$ cat src/sts_pkg.sv
`timescale 1ns / 1ps
// Shared constants and types for the sorted table binary search block.
package sts_pkg;

    localparam int TABLE_DEPTH_DEF = 64;
    localparam int KEY_BYTES_DEF   = 20;
    localparam int KEY_BITS_MAX    = 160;
    localparam int COUNT_W         = 7;
    localparam int SLOT_W          = 6;
    localparam int BYTE_W          = 8;

    localparam logic FUNC_LOAD   = 1'b0;
    localparam logic FUNC_SEARCH = 1'b1;

    typedef enum logic [1:0] {
        CMP_LT,
        CMP_EQ,
        CMP_GT
    } sts_cmp_t;

    typedef enum logic [1:0] {
        ST_IDLE,
        ST_ADDR,
        ST_CMP,
        ST_DONE
    } sts_state_t;

endpackage

$ cat src/sts_key_cmp.sv
`timescale 1ns / 1ps
// Shared key comparator: unsigned magnitude compare, first byte most significant.
module sts_key_cmp #(
    parameter int KW = sts_pkg::KEY_BYTES_DEF * sts_pkg::BYTE_W
) (
    input  logic [KW-1:0]     probe_key,
    input  logic [KW-1:0]     table_key,
    output sts_pkg::sts_cmp_t result
);

    always_comb
    begin
        if (probe_key == table_key)
        begin
            result = sts_pkg::CMP_EQ;
        end
        else if (probe_key < table_key)
        begin
            result = sts_pkg::CMP_LT;
        end
        else
        begin
            result = sts_pkg::CMP_GT;
        end
    end

endmodule

$ cat config.mk
export PLATFORM = sky130hd
export DESIGN_NAME = sts_key_cmp
export DESIGN_NICKNAME = d
export VERILOG_FILES = /design/src/sts_pkg.sv /design/src/sts_key_cmp.sv
export SDC_FILE = /design/constraint.sdc
export NUM_CORES = 1
export LEC_CHECK = 0
export ABC_AREA = 1
export BUFFER_PORTS_ARGS = -buffer_cell sky130_fd_sc_hd__buf_2
export CAP_MARGIN = 20
export CORE_AREA = 2 2 125 127
export DETAILED_ROUTE_END_ITERATION = 8
export DIE_AREA = 0 0 127 129
export GPL_TIMING_DRIVEN = 0
export PLACE_DENSITY = 0.58
export SLEW_MARGIN = 0
export SYNTH_ARGS = -nofsm -noshare
export SYNTH_HDL_FRONTEND = slang
export SYNTH_SLANG_ARGS = --single-unit
$ cat constraint.sdc
create_clock -name vclk -period 2.5
set_input_delay 0.5 -clock vclk [all_inputs]
set_output_delay 0.5 -clock vclk [all_outputs]
set_load 0.01 [all_outputs]
Word-level counts from Yosys, hierarchy flattened
Index checks and enable logic that the tools add are counted.
- bits in registers: 0
- bits of input ports: 320
- output and inout bits: 2
- logic and storage cells: 4
- $lt $le $gt $ge: 1
- eq/ne operators: 1
- multiplexer cells: 2
- operators by type and width (operator ; count):
    $eq 160x160->1 ; 1
    $lt 160x160->1 ; 1
    $mux 2 ; 2

Longest topological paths before layout
Gate-level depths: netlist of run 1.
- word-level depth: 3
- depth in mapped cells: 17
- depth with buffers taken out: 17

Least setup slack after synthesis of run 1
No wires, ideal clock.
- path type: input-to-output
- start point: input port table_key[159]
- end point: output port result[1]
- arrival time: 1.784 ns
- required time: 2.000 ns
- setup slack: 0.216 ns
- stages on the path: 11
- path buffers: 0
- cells stage by stage: inv_1 -> ha_1 -> nand2_1 -> nor2_2 -> nand3_2 -> nor2_2 -> nand2_2 -> nor2_4 -> nand2_2 -> nor3_2 -> a21oi_2
- word-level cells in the longest chain between the ends: 3
- elaborated cells on any way between the ends: 4
- classes of those cells: 1 x order compare; 1 x eq/ne; 2 x mux
- RTL lines (item ; line ; text):
    start, declared ; sts_key_cmp.sv:7 ; input logic [KW-1:0] table_key,
    $lt 160x160->1 ; sts_key_cmp.sv:17 ; else if (probe_key < table_key)
    $mux 2 ; sts_key_cmp.sv:17 ;
    $mux 2 * ; sts_key_cmp.sv:13 ; if (probe_key == table_key)
    end, declared ; sts_key_cmp.sv:8 ; output sts_pkg::sts_cmp_t result
Mark *: on every way between the ends. The rest lies on a longest branch, timed or not.

Worst setup path in the final report of run 1
- start point: input port probe_key[133]
- end point: output port result[1]
- word-level cells in the longest chain between the ends: 3
- elaborated cells on any way between the ends: 4
- classes of those cells: 1 x order compare; 1 x eq/ne; 2 x mux
- RTL lines (item ; line ; text):
    start, declared ; sts_key_cmp.sv:6 ; input logic [KW-1:0] probe_key,
    $lt 160x160->1 ; sts_key_cmp.sv:17 ;
    $mux 2 ; sts_key_cmp.sv:17 ;
    $mux 2 * ; sts_key_cmp.sv:13 ;
Marks and branches as above.

==> results of run 1 <==
how the worst min path moves through the flow:
stage                       startpoint   endpoint  slack (ns)
after floorplan           table_key[0]  result[0]        1.42
after global placement    table_key[0]  result[0]        1.69
after detailed placement  table_key[0]  result[0]        1.69
after CTS                 table_key[0]  result[0]        1.72
after global routing      table_key[0]  result[0]        1.77
final                     table_key[0]  result[0]        1.70
critical path: stages:
cell,delay [ns]
buf_2,0.11
ha_1,0.29
nand2_1,0.09
nor2_4,0.12
nand3_2,0.08
nor2_2,0.09
nand2_2,0.08
nor2_4,0.12
nand2_4,0.08
buf_12,0.13
nor3_4,0.18
a21oi_2,0.04
buf_4,0.15
what timing repair did:
action / CTS / global route
buffers inserted: 0 / 8
hold buffers: 0 / 0
endpoints found under the setup margin: 2 / 2
cloned: 0 / 0
gates resized for setup: 37 / 107
pin swaps: 10 / 55
cells in the mapped netlist (2+ instances only):
| library cell | count |
|---|---|
| nor2_2 | 4 |
| a21oi_1 | 64 |
| nand3_1 | 11 |
| inv_1 | 207 |
| o21a_1 | 4 |
| inv_2 | 2 |
| nor2_1 | 47 |
| nand4_1 | 11 |
| ha_1 | 160 |
| nand2_1 | 184 |
| a21o_1 | 10 |
| nor3_1 | 5 |
| o21ai_0 | 12 |
| nand2_2 | 3 |
layer usage:
metal | routed length, um | GRT usage [%] | vias to the layer above
met5 | 10 | 0 | -
met4 | 189 | 1.49 | 2
met3 | 1180 | 3.45 | 20
met2 | 7750 | 31.8 | 199
met1 | 5780 | 17.3 | 2214
li1 | - | - | 2955
area by class of cell:
type                            count  area [um^2]
Tap cell                          188          235
Fill cell                        1600         7840
Inverter                          209          790
Multi-Input combinational cell    523         4300
Antenna cell                        1         2.50
Timing Repair Buffer              330         1820
cells by family after synthesis:
kind of cell / Yosys count / share of synthesized area (%)
simple gates: 270 / 25.4
buf+inv: 209 / 17.8
fa+ha+maj: 160 / 45.4
compound gates: 93 / 11.5
report_power, final:
part | leakage, nW | internal (W) | switching, W
clock network | 0.00000634 | 0.0000000000536 | 0
logic | 4.53 | 0.000538 | 0.000502
registers | 0 | 0 | 0
stage by stage:
stage | setup TNS (ns) | power [W] | area, um^2 | cells
2_1_floorplan | 0 | 0.000489 | 4410 | 732
3_3_place_gp | -0.285 | 0.000854 | 6260 | 1242
3_5_place_dp | -0.303 | 0.000861 | 6260 | 1242
4_1_cts | -0.101 | 0.000904 | 6440 | 1242
5_1_grt | -0.366 | 0.00120 | 7140 | 1251
6_report | -0.0984 | 0.00104 | 7140 | 1251
==> metrics.md, run 1 <==
| Metric | Value |
|---|---|
| Status | `finished with violations` |
| Failing checks | `setup timing` |
| WP data arrival | `2.06 ns` |
| Sequential share of the synthesized area | `0%` |
| FP Rows | `45` |
| Die Area | `16400 um^2` |
| CP startpoint | `probe_key[133]` |
| WP data required | `2.00 ns` |
| CLK BUF | `0` |
| Starting Density | `29.5%` |
| Min-Delay Path Class | `primary input to primary output` |
| Most frequent cells in the layout | `buf_2, inv_1, nand2_1, ha_1, a21oi_1` |
| Unrepaired setup endpoints after global routing | `true` |
| Iter 0 DRT Violations | `90` |
| Mapped Nets | `1212` |
| Cell Area, Synth | `4410 um^2` |
| Vias in the first global route | `5093` |
| Leakage power total | `4.53 nW` |
| NumNets Final | `1544` |
| Layout area overhead | `61.8%` |
| Yosys top cell area share | `45.4%` |
| Final WL | `14.9 mm` |
| IO Pins | `322` |
| Drt via density | `4.31` |
| HPWL after DPL | `13.1 mm` |
| Unique masters post-synth | `22` |
| Max-cap violations | `0` |
| GRT overflow | `0` |
| Seq_cells | `0` |
| Min setup slack post-route | `-0.0580 ns` |
| Final setup viols | `2` |
| Top cells by area, synth | `ha_1, inv_1, nand2_1, a21oi_1, nor2_1` |
| Syn Inst Count | `732` |
| WHS | `1.70 ns` |
| Setup crit end | `result[1]` |
| Critical path type | `primary input to primary output` |
| Die height | `129 um` |
| Layout Utilization | `47.7%` |
| Warning count from the yosys run | `0` |
| Total GRT Usage | `15.8%` |
| Final GP Congestion | `0.870` |
| Register area | `0 um^2` |
| Average wire per cell in the routed design | `11.9 um` |
| Final hold vios | `0` |
| First-pass GRT wire length | `21.6 mm` |
| Period utilization | `102%` |
| Max-slew violations | `0` |
| Antenna violations before repair | `2` |
| IO Port Bufs | `322` |
| Hold path cells | `7` |
| Crit-path max FO | `3` |
| Share of cells above drive strength 1 | `42.0%` |
| Maximum VDD drop | `76.8 uV` |
| Peak Freq | `391 MHz` |
| Die width | `127 um` |
| Critical Path End Type | `primary output` |
| Pre-CTS setup slack | `-0.164 ns` |
| Most common library cell in the layout ignoring fill and taps | `buf_2` |
| Average size of a mapped cell | `6.03 um^2` |
| Largest net degree at the start of global routing | `4` |
| P per Cell Area | `146 nW/um^2` |
| Core Area | `15000 um^2` |
| Drt first pass iters | `4` |
| Relative slew slack | `81.4%` |
| Synth area leader | `ha_1` |
| Final min period | `2.56 ns` |
| Setup crit start kind | `primary input` |
| Via count | `5390` |
| Remaining DRCs | `0` |
| Worst-Margin Slew | `0.277 ns` |
| Antenna-violating nets left | `0` |
Power figures use the tool's default switching activity.
==> run 2, diff against run 1 <==
- CELL_PAD_IN_SITES_DETAIL_PLACEMENT: default -> 1
- CELL_PAD_IN_SITES_GLOBAL_PLACEMENT: default -> 1
- CORE_AREA: 2 2 125 127 -> default
- CORE_MARGIN: default -> 2
- CORE_UTILIZATION: default -> 27
- DIE_AREA: 0 0 127 129 -> default
- PLACE_DENSITY: 0.58 -> 0.82
==> run 2 against run 1 <==
- combinational power increased by 4%
- sequential cell count unchanged
- non-clock buffer count decreased by 3
- global-route usage increased by 2.2 points
- the run still ends with setup timing left
- first-iteration DRC count decreased by 26%
==> metrics.md, run 2 (synthesis gave the netlist of run 1 again) <==
| Metric | Value |
|---|---|
| Status | `finished with violations (unchanged)` |
| Failing checks | `setup timing (unchanged)` |
| Via count | `5751 (was 5390)` |
| Die height | `132 um (was 129 um)` |
| Die Area | `17400 um^2 (was 16400 um^2)` |
| Hold path cells | `7 (unchanged)` |
| Post-cts hold buffer count | `0 (unchanged)` |
| Core Area | `15900 um^2 (was 15000 um^2)` |
| Seq_cells | `0 (unchanged)` |
| Placement-stage cell area | `6290 um^2 (was 6260 um^2)` |
| IO Port Bufs | `322 (unchanged)` |
| First-pass GRT wire length | `26.4 mm (was 21.6 mm)` |
| Total power | `0.00108 W (was 0.00104 W)` |
| Average wire per cell in the routed design | `14.0 um (was 11.9 um)` |
| Min-Delay Path Class | `primary input to primary output (unchanged)` |
| Final hold vios | `0 (unchanged)` |
| Max-cap violations | `0 (unchanged)` |
| NumNets Final | `1541 (was 1544)` |
| Min setup slack post-route | `-0.0723 ns (was -0.0580 ns)` |
| Final min period | `2.57 ns (was 2.56 ns)` |
| Peak Freq | `389 MHz (was 391 MHz)` |
| Period utilization | `103% (was 102%)` |
| Final setup viols | `1 (was 2)` |
| Critical path type | `primary input to primary output (unchanged)` |
| WHS | `1.70 ns (about the same)` |
| Antenna violations before repair | `2 (unchanged)` |
| Final instance area | `7200 um^2 (was 7140 um^2)` |
| Drt first pass iters | `4 (unchanged)` |
| Post-Route Setup TNS | `-0.0723 ns (was -0.0984 ns)` |
| Remaining DRCs | `0 (unchanged)` |
| Placed cells | `1270 (was 1242)` |
| Max-slew violations | `0 (unchanged)` |
| Layout area overhead | `63.1% (was 61.8%)` |
| HPWL after DPL | `15.3 mm (was 13.1 mm)` |
| Unrepaired setup endpoints after global routing | `true (unchanged)` |
| Fin cells | `1277 (was 1251)` |
| Hold Startpoint | `table_key[0] (unchanged)` |
| Starting Density | `27.7% (was 29.5%)` |
| Most frequent cells in the layout | `buf_2, inv_1, nand2_1, ha_1, a21oi_1 (unchanged)` |
| Worst-Margin Slew | `0.283 ns (was 0.277 ns)` |
| Final WL | `17.8 mm (was 14.9 mm)` |
| Share of cells above drive strength 1 | `41.2% (was 42.0%)` |
| Critical Path End Type | `primary output (unchanged)` |
| Die width | `132 um (was 127 um)` |
| P per Cell Area | `150 nW/um^2 (was 146 nW/um^2)` |
| Fillers | `2165 (was 1600)` |
| Iter 0 DRT Violations | `67 (was 90)` |
| Register area | `0 um^2 (unchanged)` |
| Final GP Congestion | `0.885 (was 0.870)` |
| Crit-path max FO | `2 (was 3)` |
| Setup crit start kind | `primary input (unchanged)` |
| GRT overflow | `0 (unchanged)` |
| Antenna-violating nets left | `0 (unchanged)` |
| Worst Hold Path EP | `result[0] (unchanged)` |
| Maximum VDD drop | `72.7 uV (was 76.8 uV)` |
| Vias in the first global route | `5981 (was 5093)` |
| Drt via density | `4.50 (was 4.31)` |
| IO Pins | `322 (unchanged)` |
| Leakage power total | `4.53 nW (about the same)` |
| CLK BUF | `0 (unchanged)` |
| Largest net degree at the start of global routing | `4 (unchanged)` |
| WP data required | `2.00 ns (about the same)` |
| FP Rows | `46 (was 45)` |
| Total GRT Usage | `18.0% (was 15.8%)` |
| Relative slew slack | `81.0% (was 81.4%)` |
| Most common library cell in the layout ignoring fill and taps | `buf_2 (unchanged)` |
| WP data arrival | `2.07 ns (was 2.06 ns)` |
| Area of the multi-input gates | `4300 um^2 (about the same)` |
## run 2: changes by cell type in the layout (fill, tap and decap cells not counted), moves of 3 or more
cell / before / now
nor2_1: 29 / 32
inv_1: 185 / 189
buf_2: 301 / 294
inv_2: 22 / 18
buf_6: 21 / 27
nor2_2: 13 / 9
## run 2: metal layers
layer  share of wire, %  track usage, %  vias up
met5                  0               0        -
met4                1.7            1.69        0
met3                7.4            4.42       26
met2                 54            37.4      209
met1                 37            18.5     2575
li1                   -               -     2941
## run 2: where the power goes
part / total (W) / internal, W / switching [W]
sequential: 0 / 0 / 0
clock: 0.000000000107 / 0.000000000107 / 0
combinational: 0.00108 / 0.000547 / 0.000533
total: 0.00108 / 0.000547 / 0.000533
## run 2: worst max-delay path: stages
cell and delay [ns]:
buf_2 0.10, ha_1 0.30, nand2_1 0.13, a21oi_1 0.07
o21ai_0 0.14, nand2_1 0.07, a21oi_1 0.18, nand2_1 0.11
nor2_2 0.15, nand2_1 0.07, inv_1 0.06, a21oi_2 0.04
buf_2 0.15
## run 2: layout make-up
| type | instances | area share (%) |
|---|---|---|
| inverters | 209 | 11.0 |
| repair buffers | 327 | 25.4 |
| diodes | 2 | 0.0695 |
| multi-input cells | 523 | 59.8 |
| well taps | 216 | 3.76 |
## run 2: repair_timing
| action | CTS | global route |
|---|---|---|
| buffers inserted | 2 | 3 |
| endpoints found under the setup margin | 2 | 2 |
| cloned | 0 | 0 |
| pin swaps | 17 | 49 |
| gates resized for setup | 33 | 112 |
## run 2: worst max-delay path by stage
stage                               from   endpoint
after CTS                 probe_key[157]  result[1]
after global placement     table_key[90]  result[1]
final                     probe_key[155]  result[1]
after detailed placement   table_key[90]  result[1]
after global routing      table_key[155]  result[1]
after floorplan           table_key[159]  result[1]
## run 2: per-stage QoR
step / setup WS (ns) / util (%)
finish: -0.0723 / 45.1
global route: -0.224 / 45.1
CTS: -0.137 / 40.6
detailed placement: -0.241 / 39.5
global placement: -0.177 / 39.5
floorplan: 0.216 / -
