==> config.mk <==
export PLATFORM = sky130hd
export DESIGN_NAME = sts_ctrl
export DESIGN_NICKNAME = d
export VERILOG_FILES = /design/src/sts_pkg.sv /design/src/sts_ctrl.sv
export SDC_FILE = /design/constraint.sdc
export NUM_CORES = 1
export LEC_CHECK = 0
export BUFFER_PORTS_ARGS = -buffer_cell sky130_fd_sc_hd__buf_2
export CAP_MARGIN = 30
export CORE_MARGIN = 5
export CORE_UTILIZATION = 41
export CTS_CLUSTER_DIAMETER = 150
export CTS_CLUSTER_SIZE = 16
export DETAILED_ROUTE_END_ITERATION = 8
export HOLD_SLACK_MARGIN = 0.12
export PLACE_DENSITY = 0.75
export SYNTH_ARGS = -nofsm -noshare
export SYNTH_HDL_FRONTEND = slang
export SYNTH_SLANG_ARGS = --single-unit
==> constraint.sdc <==
create_clock -name clk -period 8.9 [get_ports clk]
set_clock_uncertainty 0.1 [all_clocks]
set_input_delay 0.89 -clock clk [delete_from_list [all_inputs] [get_ports clk]]
set_output_delay 0.89 -clock clk [all_outputs]
set_load 0.02 [all_outputs]
==> src/sts_pkg.sv <==
`timescale 1ns / 1ps
// Shared constants and types for the sorted table binary search block.
package sts_pkg;

    localparam int TABLE_DEPTH_DEF = 64;
    localparam int KEY_BYTES_DEF   = 20;
    localparam int KEY_BITS_MAX    = 160;
    localparam int COUNT_W         = 7;
    localparam int SLOT_W          = 6;
    localparam int BYTE_W          = 8;

    localparam logic FUNC_LOAD   = 1'b0;
    localparam logic FUNC_SEARCH = 1'b1;

    typedef enum logic [1:0] {
        CMP_LT,
        CMP_EQ,
        CMP_GT
    } sts_cmp_t;

    typedef enum logic [1:0] {
        ST_IDLE,
        ST_ADDR,
        ST_CMP,
        ST_DONE
    } sts_state_t;

endpackage

==> src/sts_ctrl.sv <==
`timescale 1ns / 1ps
// Search sequencer: probe bounds, table read control and the output word register.
module sts_ctrl #(
    parameter int DEPTH = sts_pkg::TABLE_DEPTH_DEF,
    parameter int AW    = $clog2(DEPTH),
    parameter int KW    = sts_pkg::KEY_BYTES_DEF * sts_pkg::BYTE_W
) (
    input  logic                        clk,
    input  logic                        rst_n,
    input  logic                        in_valid,
    output logic                        in_stall,
    input  logic                        func,
    input  logic [KW-1:0]               key,
    input  logic [sts_pkg::COUNT_W-1:0] count,
    output logic [KW-1:0]               probe_key,
    input  sts_pkg::sts_cmp_t           cmp,
    output logic                        rd_en,
    output logic [AW-1:0]               rd_addr,
    input  logic [sts_pkg::BYTE_W-1:0]  rd_sex,
    input  logic [sts_pkg::BYTE_W-1:0]  rd_age,
    output logic                        out_valid,
    input  logic                        out_stall,
    output logic                        found,
    output logic [sts_pkg::SLOT_W-1:0]  match_index,
    output logic [sts_pkg::BYTE_W-1:0]  match_sex,
    output logic [sts_pkg::BYTE_W-1:0]  match_age
);

    localparam int NW = $clog2(DEPTH + 1);

    sts_pkg::sts_state_t state_reg, state_next;

    logic [NW-1:0]              lo_reg, lo_next;
    logic [NW-1:0]              hi_reg, hi_next;
    logic [AW-1:0]              mid_reg, mid_next;
    logic [KW-1:0]              key_reg, key_next;
    logic                       res_found_reg, res_found_next;
    logic [sts_pkg::SLOT_W-1:0] res_index_reg, res_index_next;
    logic [sts_pkg::BYTE_W-1:0] res_sex_reg, res_sex_next;
    logic [sts_pkg::BYTE_W-1:0] res_age_reg, res_age_next;
    logic                       out_valid_reg, out_valid_next;
    logic                       out_found_reg, out_found_next;
    logic [sts_pkg::SLOT_W-1:0] out_index_reg, out_index_next;
    logic [sts_pkg::BYTE_W-1:0] out_sex_reg, out_sex_next;
    logic [sts_pkg::BYTE_W-1:0] out_age_reg, out_age_next;

    logic [NW-1:0]              count_sat;
    logic [NW:0]                bound_sum;
    logic [AW-1:0]              mid_calc;
    logic [AW+5:0]              mid_ext;

    assign count_sat = (int'(count) >= DEPTH) ? NW'(DEPTH) : NW'(count);
    assign bound_sum = (NW+1)'(lo_reg) + (NW+1)'(hi_reg) - (NW+1)'(1);
    assign mid_calc  = AW'(bound_sum >> 1);
    assign mid_ext   = (AW+6)'(mid_reg);

    always_ff @(posedge clk or negedge rst_n)
    begin
        if (!rst_n)
        begin
            state_reg     <= sts_pkg::ST_IDLE;
            out_valid_reg <= 1'b0;
        end
        else
        begin
            state_reg     <= state_next;
            out_valid_reg <= out_valid_next;
        end
    end

    always_ff @(posedge clk)
    begin
        lo_reg        <= lo_next;
        hi_reg        <= hi_next;
        mid_reg       <= mid_next;
        key_reg       <= key_next;
        res_found_reg <= res_found_next;
        res_index_reg <= res_index_next;
        res_sex_reg   <= res_sex_next;
        res_age_reg   <= res_age_next;
        out_found_reg <= out_found_next;
        out_index_reg <= out_index_next;
        out_sex_reg   <= out_sex_next;
        out_age_reg   <= out_age_next;
    end

    always_comb
    begin
        state_next     = state_reg;
        lo_next        = lo_reg;
        hi_next        = hi_reg;
        mid_next       = mid_reg;
        key_next       = key_reg;
        res_found_next = res_found_reg;
        res_index_next = res_index_reg;
        res_sex_next   = res_sex_reg;
        res_age_next   = res_age_reg;
        out_valid_next = out_valid_reg && out_stall;
        out_found_next = out_found_reg;
        out_index_next = out_index_reg;
        out_sex_next   = out_sex_reg;
        out_age_next   = out_age_reg;
        rd_en          = 1'b0;

        case (state_reg)
            sts_pkg::ST_IDLE:
            begin
                if (in_valid && func == sts_pkg::FUNC_SEARCH)
                begin
                    key_next       = key;
                    lo_next        = '0;
                    hi_next        = count_sat;
                    res_found_next = 1'b0;
                    res_index_next = '0;
                    res_sex_next   = '0;
                    res_age_next   = '0;
                    state_next     = sts_pkg::ST_ADDR;
                end
            end
            sts_pkg::ST_ADDR:
            begin
                if (lo_reg < hi_reg)
                begin
                    rd_en      = 1'b1;
                    mid_next   = mid_calc;
                    state_next = sts_pkg::ST_CMP;
                end
                else
                begin
                    state_next = sts_pkg::ST_DONE;
                end
            end
            sts_pkg::ST_CMP:
            begin
                case (cmp)
                    sts_pkg::CMP_EQ:
                    begin
                        res_found_next = 1'b1;
                        res_index_next = mid_ext[sts_pkg::SLOT_W-1:0];
                        res_sex_next   = rd_sex;
                        res_age_next   = rd_age;
                        state_next     = sts_pkg::ST_DONE;
                    end
                    sts_pkg::CMP_LT:
                    begin
                        hi_next    = NW'(mid_reg);
                        state_next = sts_pkg::ST_ADDR;
                    end
                    sts_pkg::CMP_GT:
                    begin
                        lo_next    = NW'(mid_reg) + NW'(1);
                        state_next = sts_pkg::ST_ADDR;
                    end
                    default:
                    begin
                        state_next = sts_pkg::ST_DONE;
                    end
                endcase
            end
            sts_pkg::ST_DONE:
            begin
                if (!out_valid_reg || !out_stall)
                begin
                    out_valid_next = 1'b1;
                    out_found_next = res_found_reg;
                    out_index_next = res_index_reg;
                    out_sex_next   = res_sex_reg;
                    out_age_next   = res_age_reg;
                    state_next     = sts_pkg::ST_IDLE;
                end
            end
            default:
            begin
                state_next = sts_pkg::ST_IDLE;
            end
        endcase
    end

    assign in_stall    = (state_reg != sts_pkg::ST_IDLE);
    assign rd_addr     = mid_calc;
    assign probe_key   = key_reg;
    assign out_valid   = out_valid_reg;
    assign found       = out_found_reg;
    assign match_index = out_index_reg;
    assign match_sex   = out_sex_reg;
    assign match_age   = out_age_reg;

`ifndef NO_ASSERTIONS
    a_cmp_after_read: assert property (@(posedge clk) disable iff (!rst_n)
        state_reg == sts_pkg::ST_CMP |-> $past(state_reg) == sts_pkg::ST_ADDR)
        else $error("compare step without a preceding table read");

    a_bounds_ordered: assert property (@(posedge clk) disable iff (!rst_n)
        (state_reg == sts_pkg::ST_ADDR || state_reg == sts_pkg::ST_CMP) |->
        (lo_reg <= hi_reg && int'(hi_reg) <= DEPTH))
        else $error("search bounds out of order");

    a_probe_in_window: assert property (@(posedge clk) disable iff (!rst_n)
        state_reg == sts_pkg::ST_CMP |->
        (NW'(mid_reg) >= lo_reg && NW'(mid_reg) < hi_reg))
        else $error("probe index outside search window");

    a_miss_is_zero: assert property (@(posedge clk) disable iff (!rst_n)
        (out_valid_reg && !out_found_reg) |->
        (out_index_reg == '0 && out_sex_reg == '0 && out_age_reg == '0))
        else $error("not-found word carries nonzero fields");
`endif

endmodule
[Word level (Yosys, flattened, before mapping)]
Index checks and enable logic that the tools add are counted.
Storage, ports and cells
  register bits after elaboration: 229
  bits in latches: 0
  memory bits (writable): 0
  memory bits (read-only): 0
  input bits: 190
  output and inout bits: 192
  logic and storage cells: 73
  memories: 0
Cells by class
  add/sub/neg operators: 3
  multipliers: 0
  div/mod/pow operators: 0
  magnitude comparators: 2
  eq/ne operators: 10
  shifts and indexed selects: 0
  mux-type cells: 27
  bitwise logic cells: 0
  reductions and logical operators: 17
Operators with widths (number)
  $mux 7: 5
  $pmux 8 s2: 2
  $pmux 7 s2: 2
  $mux 8: 3
  $mux 6: 2
  $pmux 6 s2: 1
  $reduce_and 3->1: 3
  $ne 2x2->1 const B: 4
  $pmux 2 s4: 1
  $reduce_and 2->1: 4
  $add 6x1->7 const B: 1
  $add 7x7->7: 1
  $ge 7x7->1 const B: 1
  $lt 7x7->1: 1
  $mux 1: 7
  $sub 7x1->7 const B: 1
  $eq 2x2->1 const B: 3
  $mux 2: 3
  $eq 2x1->1 const B: 2
  $logic_not 2->1: 2
  $reduce_bool 2->1: 2
  $logic_and 1x1->1: 2
  $logic_not 1->1: 2
  $ne 2x1->1 const B: 1
  3 further kinds: 3

[Logic depth before layout (Yosys ltp)]
Gate-level depths: netlist of the first run.
  word-level depth: 4
  mapped depth: 9

[Worst setup path after synthesis of the first run]
No wires, ideal clock.
  path type: input to register
  start point: input in_valid
  end point: register key_reg[0], in the netlist probe_key[0] (enable)
  setup time: 0.685 ns
  arrival time: 7.640 ns
  data required time: 8.115 ns
  path slack: 0.474 ns
  stages: 2
  buffers on the path: 0
  cell sequence: nand2_1 > nor2_1
On the way
  cells in the longest elaborated chain, start to end: 2
RTL lines
  start: declaration: RTL line sts_ctrl.sv:10  | input logic in_valid,
  $logic_and 1x1->1: RTL line sts_ctrl.sv:108  | if (in_valid && func == sts_pkg::FUNC_SEARCH)
  $reduce_and 2->1 (no line)
  end signal: assignment: RTL line sts_ctrl.sv:76  | key_reg <= key_next;
  end: declaration: RTL line sts_ctrl.sv:36  | logic [KW-1:0] key_reg, key_next;
No other way between the ends.
A chain may end at the register's enable or synchronous reset.

[Final worst setup path of the first run]
  start point: register lo_reg[2]
  end point: output rd_addr[4]
On the way
  cells in the longest elaborated chain, start to end: 2
RTL lines
  start: declaration: RTL line sts_ctrl.sv:33  | logic [NW-1:0] lo_reg, lo_next;
  start signal: assignment: RTL line sts_ctrl.sv:73  | lo_reg <= lo_next;
  $add 7x7->7: RTL line sts_ctrl.sv:53  | assign bound_sum = (NW+1)'(lo_reg) + (NW+1)'(hi_reg) - (NW+1)'(1);
  $sub 7x1->7: RTL line sts_ctrl.sv:53
  end: declaration: RTL line sts_ctrl.sv:18  | output logic [AW-1:0] rd_addr,
No other way between the ends.

==> metrics list, run 1 <==
* Syn Inst Count: 366
* Fill cells: 1481
- The area growth from synthesis to layout is 35.7%.
- For this run, the detailed router's first-pass iteration total came to 4.
* Post-synthesis async set-or-reset flop share: 1.31%
- The number of pins with negative max-slew slack in the final report came to 0.
- Switching part of the total power: 29.5%
- FF-to-FF Start: state_reg[1]
- STA classifies the critical path endpoint as an output port.
* Maximum fanout along the worst path: 5
- Total of cells resized after clock tree synthesis: 0
- Via count of the first global-routing pass: 4760
- For the worst setup path, the data arrival time is 2.57 ns.
* Hold Startpoint: res_index_reg[3]
- Power share of the clock group: 26.1%
- Setup_tns: 0 ns
- Synth cell types: 34
* Hold/Removal Path Class: register to register
* Critical Path Start: lo_reg[2]
* Die Outline Area: 21800 µm²
* Initial antenna violation count: 8
- Clock-pin slew was measured on the worst setup and hold paths at 0.07 ns.
- Hold depth: 0
* DR vias/cell: 4.71
* Leakage power total: 0.00439 µW
- The worst pin sits at a relative slew slack of 49.0%.
- The total overflow left after global routing is 0.
- Weighted congestion at the end of routability-driven global placement: 0.875
- Number of setup buffers added after CTS: 0
* Result of the run: finished clean
- Area of the mapped netlist: 7780 µm²
* Sink count of the clock tree: 229
* Startpoint type of the worst setup path: register
- Final WL: 22500 µm
- Measured along the x axis, the die boundary spans 148 µm.
- The initial utilization of the core area, before any placement, comes to 41.6%.
- Combinational cells account for 22.7% of the total power.
- After floorplanning, the core was divided into 50 placement rows.
- Routed via count: 4752
- Total core area: 18700 µm²
- Setup violations remaining at the end of the flow were counted as 0.
* Final hold violation count: 0
* Type of the worst setup path: register to output port
- Global routing used 19.5% of the available tracks.
* Actual slew at the worst max-slew pin: 0.765 ns
- Number of remaining DRC errors: 0
- Routed length on met2: 11400 µm
- The first global-routing pass estimated 31100 µm of wire.
- The library cells used most frequently in the layout, excluding fill and tap cells, are 381 x buf_2, 226 x edfxtp_1, 21 x and2_1, 19 x clkbuf_16, 18 x inv_1.
- The count of buffers added on input and output ports is 381.
- Flip-flop cell with the highest count after synthesis: edfxtp_1
* Critical Path RT: 7.91 ns
- WHS: 0.321 ns
* Minimum clock period: 3.56 ns
* Max FFs per register: 160
* CTS tree: yes
* Internal power: 1990 µW
- Once detail routing completed, the nets flagged for antenna violations numbered 0.
- For this block, the initial DRC count from the detailed router was 320.
* Final net count: 975
- Total chip power: 2820 µW
- The clock passes through at most 3 buffers.
* Post-DP HPWL: 17600 µm
- Mean post-synth cell area: 21.3 µm²
* Total length of routed met3 wires: 2560 µm
- Ratio of final minimum period to clock period: 40.0%
* Switch Pwr: 832 µW
* Setup slack of the most critical reg-to-reg path: 6.27 ns
- Multi-input gate area in the final layout: 821 µm²
- Sequential cell area in the final layout: 6860 µm²
- Most common cell after layout, fill and taps aside: buf_2
- Layout cells sized above 1: 54.1%
* Cell count of the worst reg-to-reg path: 6
- Peak ir drop on the vdd network: 0.220 mV
- CTS HTree Levels: 1
- Number of enable-type register cells in the synthesized netlist: 226
* Instance area after placement: 9990 µm²
- Cell area power density: 267 nW/µm²
* Top layer reached by signal wires: met5
- Max-cap check violation count: 0
- WHS Endpoint: match_index[3]
- The endpoint identified for the worst register-to-register timing path is probe_key[106].
- Sequential Power Share: 51.2%
- Routed len/inst: 22.3 µm
* Root cell of the clock tree: clkbuf_16
- The Yosys step of the flow raised 0 warnings.
- Entering global routing, the biggest net connects 87 pins.
- Met1 wire length: 7980 µm
- The finished cells cover 10600 µm².
* Seq cells post-synth: 229
- Maximum frequency from static timing analysis: 281 MHz
- Share of the yosys chip area belonging to registers: 88.1%
- Counting the buffers created by CTS gives 18.
* I/O pin count: 382
* Die outline height: 148 µm
* Insertion delay of the later-clocked pin in the worst-skew pair: 0.48 ns
* Setup repair after global routing missed its margin: false
* Synthesized net count: 572
-- cell usage after synthesis, types with 2 or more instances --
cell	instances	area, µm²
edfxtp_1	226	6790
and2_1	21	131
inv_1	18	67.6
ha_1	16	200
a21oi_1	11	55.1
nor2_1	11	41.3
nand2_1	8	30.0
xnor2_1	7	61.3
a21o_1	6	45.0
xor2_1	4	35.0
buf_6	3	33.8
dfrtp_1	3	75.1
or2_2	3	18.8
a21boi_0	2	15.0
buf_2	2	10.0
nand2b_1	2	12.5
nand3_1	2	10.0
nand3b_1	2	15.0
nor3_1	2	10.0
nor3b_1	2	15.0
o21ai_0	2	10.0
-- kinds of logic (layout without fill, tap and decap cells) --
kind of cell    Yosys count  in the layout  share of synthesized area, %
fa+ha+maj                17             17                          2.72
other cells               0              1                             0
xor+xnor                 11             11                          1.24
buf+inv                  24            432                          1.51
simple gates             60             60                          4.37
compound gates           25             25                          2.03
flops                   229            229                          88.1
-- final cells by class --
class / instances / area share (%)
Clock inverter: 1 / 0.154
Multi-Input combinational cell: 113 / 7.77
Antenna cell: 1 / 0.0237
Timing Repair Buffer: 388 / 19.0
Tap cell: 234 / 2.77
Inverter: 19 / 0.699
Clock buffer: 24 / 4.68
Sequential cell: 229 / 65.0
-- worst max-delay path by stage --
stage                           endpoint  slack, ns  cells after the start
after floorplan             probe_key[0]       0.47                      2
after global placement    probe_key[156]       5.50                      5
after detailed placement  probe_key[138]       5.46                      5
after CTS                     rd_addr[4]       5.30                      9
after global routing          rd_addr[4]       5.14                      9
final                         rd_addr[4]       5.34                      9
-- power by group through the flow --
stage	clock (µW)	sequential, µW	combinational [µW]
after global routing	818	1460	691
after CTS	762	1450	642
final	737	1440	641
after global placement	0	1460	630
after detailed placement	0	1470	638
after floorplan	0	1590	290
-- layer usage --
metal | GRT usage, % | vias to the layer above
li1 | - | 2179
met1 | 23.3 | 2285
met2 | 33.5 | 232
met3 | 7.66 | 44
met4 | 4.52 | 12
met5 | 0 | -
-- critical path: stages (launching register included) --
cell      delay (ns)
edfxtp_1        0.35
inv_1           0.05
ha_1            0.36
xor2_1          0.19
ha_1            0.19
o21bai_2        0.19
a21oi_1         0.17
maj3_2          0.22
xnor2_1         0.16
buf_2           0.22
-- timing repair --
action	in CTS	in global routing
hold buffers	1	0
hold endpoints to repair	3	0
endpoints found under the setup margin	0	0
-- stage by stage --
stage | instances | utilization (%) | setup WS, ns
finish | 1009 | 56.5 | 5.34
detailed placement | 980 | 53.4 | 5.46
global placement | 980 | 53.4 | 5.50
floorplan | 366 | - | 0.474
CTS | 1006 | 56.2 | 5.30
global route | 1008 | 56.5 | 5.14
(Power assumes the default switching activity.)
==> run 2, diff against run 1 <==
clock period = 2.9 ns   (was 8.9 ns; I/O delays follow)
==> metrics list, run 2 (synthesized netlist as in run 1, its figures left out) <==
* Result of the run: finished clean
- Fill cells: 1233 (-17%)
- The deepest level of the CTS H-tree is 1 (unchanged).
- Share of total power in combinational logic: 25.4% (+2.7 points)
- Number of standard cells in the layout, taps in and fillers out: 1204 (+19%)
- Hold/Removal Path Class: primary input to register
- The final-report hold violation count is 0 (unchanged).
* Sink count of the clock tree: 229 (unchanged)
* Total GRT Usage: 22.9% (+3.4 points)
- CTS clk-pin slew, worst paths: 0.07 ns (about the same)
* Cell count of the worst reg-to-reg path: 8 (+2)
- Final WL: 25900 µm (+15%)
- The number of optimization iterations in the first detailed-route pass came to 4 (unchanged).
- Remaining antenna violation count: 0 (unchanged)
* Power share of the clock group: 25.3% (-0.8 points)
- Final net count: 1169 (+20%)
* Multi-input gate area in the final layout: 882 µm² (+7.5%)
- WHS: 0.174 ns (-0.147 ns)
- Die Outline Area: 21800 µm² (unchanged)
- DR vias/cell: 4.72 (+0.29%)
- Leakage power total: 0.00521 µW (+19%)
- The power dissipated by switching net loads came to 2650 µW (+220%).
- The residual DRC count came to 0 (unchanged).
* FF-to-FF Start: lo_reg[2]
* Pin count of the biggest net entering global routing: 37 (-57%)
- Weighted congestion at the end of routability-driven global placement: 0.861 (-1.6%)
- Most common cell after layout, fill and taps aside: buf_2
* Type of the worst setup path: register to output port
* Ratio of final minimum period to clock period: 95.3%
- The number of placement rows came to 50 (unchanged).
* Commonest cells after routing, fill and taps aside: 380 x buf_2, 226 x edfxtp_1, 187 x dlygate4sd3_1, 21 x and2_1, 19 x clkbuf_16
- The smallest clock period supported by the final layout is computed as 2.76 ns.
- Nature of the critical path endpoint: output port
- TritonCTS built the clock tree.
- STA classifies the critical path startpoint as a register.
* Critical Path RT: 2.51 ns (-5.40 ns)
- Setup slack of the most critical reg-to-reg path: 0.85 ns (-5.42 ns)
- Max-cap check violation count: 0 (unchanged)
- The per-cell routed wire length came to 21.5 µm (-3.7%).
- The aggregate global routing overflow is 0 (unchanged).
- Derived from the worst setup path, the maximum achievable clock frequency is 362 MHz.
* Hold depth: 3 (+3)
- Starting density of the core: 41.6% (unchanged)
* Met1 wire length: 9280 µm (+16%)
* Via count of the first global-routing pass: 5968 (+25%)
- Top layer reached by signal wires: met5
- The number of antenna violations at the first check in global routing was 2 (-6).
- Routed length on met2: 13100 µm (+15%)
- Sequential Power Share: 49.3% (-1.9 points)
- Maximum fanout along the worst path: 2 (-3)
* Input/output buffers: 381 (unchanged)
- The routed length on met3 came to 2050 µm (-20%).
- The pin slew with the least headroom to its limit was 0.778 ns (+0.0132 ns).
- Global-route wire length before repair: 37100 µm (+19%)
* Max FFs per register: 160 (unchanged)
* Setup repair after global routing missed its margin: false
* Cell area power density: 717 nW/µm² (+170%)
* Peak ir drop on the vdd network: 0.690 mV (+210%)
- Root cell of the clock tree: clkbuf_16
* Final count of pins violating max slew: 0 (unchanged)
- The detailed placement HPWL was 17200 µm (-2.5%).
- X dimension of the die: 148 µm (unchanged)
* Data arrival at the endpoint of the critical path: 2.37 ns (-0.20 ns)
- Internal power: 6360 µW (+220%)
* I/O pin count: 382 (unchanged)
- The relative slew slack was 48.1% (-0.88 points).
- The placed instance count was 987 (+0.71%).
- WHS Endpoint: hi_reg[4]
- The area of all sequential standard cells was 6860 µm² (unchanged).
* Layout cells sized above 1: 45.0% (-9.1 points)
* Clk buf depth: 3 (unchanged)
- Insertion delay of the later-clocked pin in the worst-skew pair: 0.48 ns (about the same)
- Worst R2R End: mid_reg[4]
- The share of total power consumed by net switching came to 29.4% (-0.081 points).
* Clock buffer count from CTS: 18 (unchanged)
* Hold Startpoint: cmp[1]
- The vertical die dimension is 148 µm (unchanged).
- The initial DRC count came to 324 (+1.3%).
- Total core area: 18700 µm² (unchanged)
- Routed via count: 5687 (+20%)
- Layout-stage area growth over the synthesis result: 61.5%
- Total setup violations reported at the end of the flow: 0 (unchanged)
==> run 2: cell type report <==
cell class / count / area share (%)
Clock inverter: 1 / 0.129
Clock buffer: 25 / 3.96
Multi-Input combinational cell: 113 / 7.01
Timing Repair Buffer: 582 / 31.4
Sequential cell: 229 / 54.6
Antenna cell: 1 / 0.0199
Inverter: 19 / 0.587
Tap cell: 234 / 2.33
==> run 2: how the worst max path moves through the flow <==
stage | startpoint | end | slack [ns] | cells past startpoint
floorplan | state_reg[1] | probe_key[0] | -0.80 | 3
global placement | lo_reg[2] | rd_addr[4] | 0.48 | 9
detailed placement | lo_reg[2] | rd_addr[4] | 0.48 | 9
CTS | lo_reg[1] | rd_addr[4] | 0.007 | 10
global route | lo_reg[1] | rd_addr[4] | 0.002 | 10
finish | lo_reg[2] | rd_addr[4] | 0.14 | 9
==> run 2: per-layer routing <==
layer,global-route usage (%),vias to the layer above
met5,0,-
li1,-,2567
met1,26.4,2732
met4,11.1,2
met2,40.1,305
met3,5.52,81
==> run 2: power groups by stage <==
stage          sequential, µW  clock, µW  combinational [µW]
6_report                 4440       2280                2290
5_1_grt                  4490       2500                2450
4_1_cts                  4430       2350                2220
3_5_place_dp             4510          0                1990
3_3_place_gp             4490          0                1960
2_1_floorplan            4830          0                 909
==> run 2: what timing repair did <==
action,in CTS,in global routing
pin swaps,1,6
gates resized for setup,1,12
setup buffers,0,3
endpoints found under the hold margin,188,0
hold buffers,187,0
endpoints found under the setup margin,1,2
==> run 2: critical path: stages, from the launching register on <==
cell      delay, ns
edfxtp_1       0.37
inv_2          0.06
ha_4           0.27
xor2_1         0.16
ha_2           0.18
o21bai_4       0.12
a21oi_2        0.07
maj3_2         0.32
xnor2_2        0.18
buf_4          0.16
==> run 2: through the flow <==
step                instance area (µm²)  utilization (%)  setup TNS (ns)  worst slack [ns]  power [µW]
floorplan                          7800                -         -127.63            -0.798        5740
global placement                  10100             54.0               0             0.478        6460
detailed placement                10100             54.0               0             0.477        6490
CTS                               12500             66.8               0           0.00710        9000
global route                      12600             67.2               0           0.00232        9440
finish                            12600             67.2               0             0.136        9010
==> run 3, diff against run 2 <==
MAX_ROUTING_LAYER = met4   (was default)
==> metrics list, run 3 (synthesized netlist as in run 1, its figures left out) <==
- Result of the run: finished clean
- Fin worst setup slack: 0.123 ns (-0.0130 ns)
- Total setup violations reported at the end of the flow: 0 (unchanged)
- The number of placement rows came to 50 (unchanged).
- 1st-pass router iterations: 4 (unchanged)
- The overall die area is 21800 µm² (unchanged).
- The buffer and inverter count on the worst path was 2 (unchanged).
* Final hold violation count: 0 (unchanged)
- Pin count of the biggest net entering global routing: 37 (unchanged)
- The worst setup path is launched from a register.
* Final net count: 1169 (unchanged)
- Final count of pins violating max slew: 0 (unchanged)
- Hold depth: 3 (unchanged)
- The endpoint required time on the critical path was 2.51 ns (about the same).
- The fmax is 360 MHz (-0.47%).
- Starting density of the core: 41.6% (unchanged)
- Total GRT Usage: 23.6% (+0.69 points)
- Max-cap check violation count: 0 (unchanged)
- Maximum fanout along the worst path: 2 (unchanged)
* Ratio of final minimum period to clock period: 95.7% (+0.45 points)
- CTS HTree Levels: 1 (unchanged)
- The total power divided by cell area is 716 nW/µm² (about the same).
- Die outline height: 148 µm (unchanged)
- The setup slack at placement came to 0.477 ns (unchanged).
* Routed via count: 5686 (-0.018%)
- Overflow after GRT: 0 (unchanged)
* Worst-path cell chain: inv_2, ha_4, xor2_1, ha_2, o21bai_4, a21oi_2, maj3_2, xnor2_2, buf_4
- The relative slew slack is 49.2% (+1.1 points).
- The final period demand of the worst path is 2.78 ns (+0.0130 ns).
- The highest ir drop seen on vdd was 0.689 mV (-0.16%).
- Leakage power total: 0.00521 µW (about the same)
* Input/output buffers: 381 (unchanged)
* Layout cells sized above 1: 45.0% (unchanged)
- The last weighted congestion value of the routability-driven placer was 0.875 (+1.6%).
- Setup_tns: 0 ns (unchanged)
* Initial antenna violation count: 3 (+1)
- Commonest cells after routing, fill and taps aside: 380 x buf_2, 226 x edfxtp_1, 187 x dlygate4sd3_1, 21 x and2_1, 19 x clkbuf_16
- The pin slew with the least headroom to its limit came to 0.762 ns (-0.0164 ns).
- Hold/Removal Path Class: primary input to register
- Setup slack of the most critical reg-to-reg path: 0.85 ns (about the same)
* Number of cells on the critical path: 9 (unchanged)
- The detailed placement HPWL came to 17200 µm (unchanged).
- Top cell family by delay on the critical path: adder cells
- Leaving out fill and tap cells, the most frequent cell in the layout is buf_2.
* DR vias/cell: 4.71 (-0.27%)
* Via count of the first global-routing pass: 5975 (+0.12%)
- TritonCTS built the clock tree.
- Type of the worst setup path: register to output port
- The detailed-route wire length came to 25800 µm (-0.17%).
* CTS clk-pin slew, worst paths: 0.07 ns (about the same)
- Global-route wire length before repair: 37200 µm (+0.22%)
- Insertion delay of the later-clocked pin in the worst-skew pair: 0.48 ns (about the same)
* Data arrival at the endpoint of the critical path: 2.39 ns (+0.02 ns)
* Iteration-0 DRC Markers: 353 (+9.0%)
- Nature of the critical path endpoint: output port
- The placeable core region came to 18700 µm² (unchanged).
- Cell count of the worst reg-to-reg path: 8 (unchanged)
* Delay of the slowest cell on the worst path: 0.37 ns (about the same)
* Remaining antenna violation count: 0 (unchanged)
* Slowest CP cell: edfxtp_1
* X dimension of the die: 148 µm (unchanged)
- Setup repair after global routing left no endpoint under its margin.
* Sink count of the clock tree: 229 (unchanged)
- The number of inserted filler cells in the final layout came to 1232 (-0.081%).
- I/O pin count: 382 (unchanged)
- Routed len/inst: 21.4 µm (-0.42%)
- Max FFs per register: 160 (unchanged)
- Clock buffer count from CTS: 18 (unchanged)
- The area growth from synthesis to layout came to 61.6% (about the same).
- Clk buf depth: 3 (unchanged)
- The tree is rooted in a clkbuf_16.
- Number of remaining DRC errors: 0 (unchanged)
[run 3: worst reg2reg max path, delay by kind of cell (launching register included)]
family          cells  cell delay, ns
fa+ha+maj           3            0.77
flops               1            0.37
xor+xnor            2            0.32
compound gates      2            0.19
buf+inv             1            0.06
[run 3: path summary, 6_finish.rpt]
check | start | to
max | lo_reg[2] | rd_addr[4]
min | cmp[1] | hi_reg[4]
max reg2reg | lo_reg[2] | mid_reg[4]
min reg2reg | res_age_reg[6] | match_age[6]
max in group asynchronous | rst_n | state_reg[1]
min in group asynchronous | rst_n | state_reg[0]
[run 3: routing by layer]
metal / routed length (µm) / track usage (%) / part of all wire [%] / vias up
li1: - / - / - / 2569
met1: 9350 / 26.5 / 36 / 2736
met2: 13100 / 40.3 / 51 / 303
met3: 2000 / 5.06 / 7.7 / 78
met4: 1410 / 11.0 / 5.5 / 0
met5: 0 / - / 0 / -
[run 3: metrics by stage]
stage                     utilization, %  cell area, µm²  cells  power, µW  hold slack (ns)
after floorplan                        -            7800    366       5740           -0.106
after global placement              54.0           10100    987       6460          -0.0110
after detailed placement            54.0           10100    987       6490         -0.00997
after CTS                           66.8           12500   1200       9000            0.142
after global routing                67.3           12600   1206       9440            0.187
final                               67.3           12600   1207       9010            0.174
[run 3: final cells by class]
cell class / instances / area (µm²) / share of cell area, %
Clock inverter: 1 / 16.3 / 0.129
Clock buffer: 25 / 498 / 3.96
Tap cell: 234 / 293 / 2.33
Timing Repair Buffer: 582 / 3950 / 31.4
Multi-Input combinational cell: 113 / 882 / 7.01
Sequential cell: 229 / 6860 / 54.5
Antenna cell: 4 / 10.0 / 0.0795
Inverter: 19 / 73.8 / 0.587
[run 3: power breakdown]
| part | switching, µW | total (µW) | internal (µW) | leakage, µW |
|---|---|---|---|---|
| Sequential | 185 | 4440 | 4260 | 0.00210 |
| Combinational | 1390 | 2290 | 906 | 0.00286 |
| Clock | 1080 | 2280 | 1200 | 0.000248 |
[run 3: timing repair]
action	CTS	global route
buffers inserted	0	3
hold buffers	187	0
hold endpoints to repair	188	0
setup endpoints to repair	1	2
gates resized for setup	1	12
pin swaps	1	6
